## config.mk

```make
export PLATFORM = sky130hd
export DESIGN_NAME = usvg_div_cell
export DESIGN_NICKNAME = d
export VERILOG_FILES = /design/src/sv/usvg_pkg.sv /design/src/sv/usvg_div_cell.sv
export SDC_FILE = /design/constraint.sdc
export NUM_CORES = 1
export LEC_CHECK = 0
export ABC_CLOCK_PERIOD_IN_PS = 2800
export BUFFER_PORTS_ARGS = -buffer_cell sky130_fd_sc_hd__buf_4
export CORE_MARGIN = 2
export CORE_UTILIZATION = 35
export CTS_CLUSTER_DIAMETER = 80
export DETAILED_ROUTE_END_ITERATION = 8
export PLACE_DENSITY = 0.8
export SYNTH_ARGS = -nofsm -noshare
export SYNTH_HDL_FRONTEND = slang
export SYNTH_SLANG_ARGS = --single-unit
```

## constraint.sdc

```tcl
create_clock -name clk -period 2.8 [get_ports clk]
set_clock_uncertainty 0.15 [all_clocks]
set_input_delay 0.42 -clock clk [delete_from_list [all_inputs] [get_ports clk]]
set_output_delay 0.42 -clock clk [all_outputs]
set_load 0.01 [all_outputs]
```

## src/sv/usvg_pkg.sv

```systemverilog
// shared types, constants and helpers of the uv sphere vertex generator
`default_nettype none
package usvg_pkg;

	localparam int IDX_W = 11;
	localparam int TEX_W = 28;
	localparam int SC_LAT = 18;
	localparam logic [IDX_W-1:0] MAX_DIVISIONS = 11'd1024;
	localparam logic [30:0] Q30_ONE = 31'h4000_0000;
	localparam logic [31:0] TWO_PI_Q29 = 32'hC90F_DAA2;

	typedef enum logic [2:0] {
		REG_RADIUS,
		REG_CENTER_X,
		REG_CENTER_Y,
		REG_CENTER_Z,
		REG_SECTORS,
		REG_STACKS,
		REG_INVERT
	} cfg_reg_t;

	typedef enum logic [1:0] {
		QUAD_0,
		QUAD_1,
		QUAD_2,
		QUAD_3
	} quad_t;

	typedef struct packed {
		logic [16:0] tex_s;
		logic [16:0] tex_t;
		logic        err;
	} side_t;

	// fraction bits kept by the index dividers
	function automatic int quo_shift(input int ab);
		return (ab + 1 > 17) ? ab + 1 : 17;
	endfunction

	function automatic int pipe_latency(input int ab);
		return IDX_W + quo_shift(ab) + SC_LAT + 5;
	endfunction

	function automatic int sin_k(input int n);
		case (n)
			0: return 72;
			1: return 42;
			2: return 20;
			3: return 6;
			default: return 2;
		endcase
	endfunction

	function automatic int cos_k(input int n);
		case (n)
			0: return 90;
			1: return 56;
			2: return 30;
			3: return 12;
			default: return 2;
		endcase
	endfunction

	function automatic logic [IDX_W-1:0] eff_count(input logic [IDX_W-1:0] n);
		if (n == '0) begin
			return 11'd1;
		end
		if (n > MAX_DIVISIONS) begin
			return MAX_DIVISIONS;
		end
		return n;
	endfunction

	// round half up one bit, then clamp at one
	function automatic logic [16:0] tex_round(input logic [TEX_W-1:0] x);
		logic [TEX_W:0] s;
		s = {1'b0, x} + {{TEX_W{1'b0}}, 1'b1};
		if (s[TEX_W:1] > 28'd65536) begin
			return 17'd65536;
		end
		return s[17:1];
	endfunction

endpackage
`default_nettype wire

```

## src/sv/usvg_div_cell.sv

```systemverilog
// one quotient bit of the pipelined index divider
`default_nettype none
module usvg_div_cell #(
	parameter int STEP = 0,
	parameter int QW = 28
) (
	input  wire logic                        clk,
	input  wire logic [usvg_pkg::IDX_W-1:0]  d_i,
	input  wire logic [usvg_pkg::IDX_W-1:0]  idx_i,
	input  wire logic [usvg_pkg::IDX_W-1:0]  rem_i,
	input  wire logic [QW-1:0]               quot_i,
	output logic      [usvg_pkg::IDX_W-1:0]  idx_o,
	output logic      [usvg_pkg::IDX_W-1:0]  rem_o,
	output logic      [QW-1:0]               quot_o
);
	import usvg_pkg::*;

	logic          nbit;
	logic [IDX_W:0] rem_sh;
	logic          ge;

	// numerator is the index followed by zeros
	if (STEP < IDX_W) begin : g_num
		assign nbit = idx_i[IDX_W-1-STEP];
	end else begin : g_zero
		assign nbit = 1'b0;
	end

	assign rem_sh = {rem_i, nbit};
	assign ge     = rem_sh >= {1'b0, d_i};

	always_ff @(posedge clk) begin
		idx_o  <= idx_i;
		rem_o  <= ge ? IDX_W'(rem_sh - {1'b0, d_i}) : rem_sh[IDX_W-1:0];
		quot_o <= {quot_i[QW-2:0], ge};
	end

endmodule
`default_nettype wire

```

# == Word-level counts from Yosys, hierarchy flattened ==
# Cells that the tools add are included.
# classes
n_addsub,1
order_cmp,1
n_mux,1
# ops
op,count
$ge A12 B11 Y1,1
$mux W11,1
$sub A11 B11 Y11,1
# totals
ff_bits,50
input_bits,62
out_inout_bits,50
wordCells,6

# == Depth between registers and ports, before layout ==
# logic_depth
ltp_word,2
mapped_depth,10
depth_no_buf,9

# == Worst setup path after synthesis ==
# No wires, ideal clock.
# synth_path
path_type,in2reg
from,input port idx_i[10] (netlist name)
to,register rem_o[2] (netlist name)
setup_ns,0.115
arrival_ns,2.020
t_required_ns,2.535
path_slack_ns,0.516
cell_stages,10
n_path_buf,1
path_cell_list,inv_1 ha_1 fa_1 and2b_1 o21ai_2 a311oi_2 o2bb2ai_2 buf_6 nand2_1 o21ai_2
# synth_between
elab_chain_len,2
word_cells_on_any_way,3
classes_between,add/sub: 1; order compare: 1; mux: 1
# synth_lines
element,line_no,source
from (decl),usvg_div_cell.sv:9,"input wire logic [usvg_pkg::IDX_W-1:0] idx_i,"
$sub A11 B11 Y11 or $ge A12 B11 Y1 (tied branches),"usvg_div_cell.sv:34, usvg_div_cell.sv:30",
$mux W11 (*),usvg_div_cell.sv:34,"rem_o <= ge ? IDX_W'(rem_sh - {1'b0, d_i}) : rem_sh[IDX_W-1:0];"
to (signal assigned),usvg_div_cell.sv:34,
to (decl),usvg_div_cell.sv:13,"output logic [usvg_pkg::IDX_W-1:0] rem_o,"
# Mark *: on every way between the ends. The rest lies on a longest branch, timed or not.

# == Final worst setup path ==
# layout_path
from,input port d_i[0] (netlist name)
to,register rem_o[3] (netlist name)
# layout_between
elab_chain_len,2
word_cells_on_any_way,3
classes_between,add/sub: 1; order compare: 1; mux: 1
# layout_lines
element,line_no,source
from (decl),usvg_div_cell.sv:8,"input wire logic [usvg_pkg::IDX_W-1:0] d_i,"
$sub A11 B11 Y11 or $ge A12 B11 Y1 (tied branches),"usvg_div_cell.sv:34, usvg_div_cell.sv:30",
$mux W11 (*),usvg_div_cell.sv:34,
# Marked as above.

==> metrics.cfg <==
[run_status]
status = finished clean

[logic_synthesis]
synth.area.mux_share = 0
synthDistinctLibCells = 35
synth_nets = 234
synthTopCellsByArea = dfxtp_1 57%, ha_1 7.8%, nand2_1 4.1%, o21ai_2 4.0%, inv_1 3.4%
synth_compound_area_frac = 0.156
synth_common_cells = 50 x dfxtp_1, 19 x nand2_1, 16 x inv_1, 11 x ha_1, 8 x o21ai_2
avgSynthCellArea_um2 = 11.0
synth_ff_type = dfxtp_1
synth_top_cell_by_area = dfxtp_1
yosysWarnings = 0
synth_top_area_frac = 0.570
async_reset_ff_frac = 0
synthXorXnorAreaFrac = 0.0299
yosysMostFrequentCell = dfxtp_1
syn_inst = 160
synth-edff-count = 0
synth_top_family_by_area = compound AO/OA/AOI/OAI gates
yosys.area_share.simple = 0.107
yosysSeqAreaShare = 0.570
ys_ff_latch = 50
syn_area_um2 = 1760
yosys.area_share.adder = 0.0898

[placement]
gp_congestion = 0.832
io_buffers = 110
hpwl_um = 3470
placed_area_um2 = 2660
dp.cells = 337

[die]
dieHeight_um = 74.8
die_x_um = 74.8
die_area_um2 = 5600
design.core.area_um2 = 4790
rows = 25
io_pins = 112
start_util = 0.367

[timing]
finalCritPeriodShare = 0.837
maxSlewHeadroom = 0.714
max_slew.worst_pin.slew_ps = 426
final.setup.tns_ps = 0
hold_violations = 0
maxSlewViolCount = 0
rsz0062_at_grt = no
fmax_mhz = 427
min_period_ps = 2340
finalSetupViolations = 0

[finish]
area.sequential_um2 = 1000
utilization = 0.576
area_growth_syn_to_layout_pct = 56.9
drive_gt1_frac = 0.475
nNetsFinal = 351
final_area_um2 = 2760
fin_cells = 345
multiInputGateArea_um2 = 672
fill_cells = 428
diodes = 0

[clocking]
cts.reportedPaths.clkPinSlew_ps = 100
cts_setup_buffers = 0
cts.sinks = 50
h-tree-depth = 2
hold_buffers = 0
cts_buffers = 5
clock_path_buffers = 2
cts_tree = yes
cts-root-buf = clkbuf_8
ctsResizeCount = 0

[drt]
drc = 0
drt_iter0_markers = 11
wl_met1_um = 1500
drt.antenna.violating_nets = 0
viasPerCell = 4.41
wl_met2_um = 2110
wirelength_um = 4140
drt_pass1_iterations = 4
vias = 1520
wl_met3_um = 471
routed.top_layer = met4
wl_per_cell_um = 12.0

[job]
cap_violations = 0

[critical_path]
path_class = in -> reg
cp-end-kind = flop
worstPathMaxFanout = 9
critical_path_arrival_ps = 2390
worst_ep_required_time_ps = 2850
startpoint_type = input port

[grt]
grt_pass1_wl_um = 6290
grt_overflow = 0
antenna_found_initial = 0
grt_pass1_vias = 1416
track_usage = 0.146
grt_max_degree = 19

[hold_path]
hp-class = in -> reg
min-delay-start = idx_i[7]
worstHoldPathCells = 1
hold_end = idx_o[7]$_DFF_P_

[power]
p_leak_nw = 1.38
vdd.ir_drop.worst_v = 0.000251
p_per_area_nw_per_um2 = 584

[critical path, stage by stage]
cell	delay, ps
buf_4	110
ha_1	220
fa_1	400
and2b_1	240
o21ai_2	70
a311oi_2	360
o2bb2ai_2	210
buf_4	220
nand2_1	80
o21ai_2	50
[power breakdown]
part	total (mW)	leakage, nW	switching (mW)	internal, mW
logic	0.385	0.907	0.178	0.207
registers	0.792	0.422	0.0162	0.776
clock network	0.431	0.0502	0.246	0.185
[sequential cells by signal (all words and copies together) (netlist names)]
name / flops
idx_o: 11
quot_o: 28
rem_o: 11
[area by class of cell]
cell class,count,area share
flip-flops and latches,50,0.363
clock inverters,3,0.0104
multi-input cells,92,0.244
repair buffers,112,0.305
clock buffers,5,0.0250
inverters,16,0.0218
well taps,67,0.0304
[cells by family (layout without fill, tap and decap cells)]
group,Yosys count,count (layout)
compound gates,35,35
xor+xnor,6,6
fa+ha+maj,12,12
buf+inv,18,136
flops,50,50
simple gates,39,39
[layout by cell type (no fill, tap or decap), types with 3 or more instances in the layout]
master	synthesis	routed
a21oi_1	6	6
inv_1	16	16
nor2_1	5	5
dfxtp_1	50	50
o21ai_0	3	3
nand2_1	19	19
nand4_1	3	3
o21ai_2	8	8
buf_4	0	112
ha_1	11	11
xor2_1	4	4
nand2b_1	3	3
clkbuf_8	0	5
[per-stage QoR]
step | hold slack [ps] | worst slack [ps] | total power, mW
global placement | 374 | 180 | 1.19
floorplan | 298 | 516 | 1.00
global route | 48.0 | 313 | 1.70
finish | 66.0 | 456 | 1.61
CTS | 58.5 | 453 | 1.63
detailed placement | 375 | 134 | 1.20
[routing by layer]
layer / track usage / up-vias
li1: - / 782
met5: 0 / -
met2: 0.270 / 69
met3: 0.0402 / 4
met1: 0.154 / 665
met4: 0.0615 / 0
[worst max-delay path by stage]
stage                         start                to  slack, ps  cells past startpoint
after global placement       d_i[0]  rem_o[2]$_DFF_P_        180                     10
after floorplan           idx_i[10]  rem_o[2]$_DFF_P_        520                     10
after global routing      idx_i[10]  rem_o[3]$_DFF_P_        310                     11
after detailed placement     d_i[0]  rem_o[3]$_DFF_P_        130                     10
after CTS                    d_i[0]  rem_o[3]$_DFF_P_        450                     10
final                        d_i[0]  rem_o[3]$_DFF_P_        460                     10
Note: power is estimated with default switching activity, not from simulation.
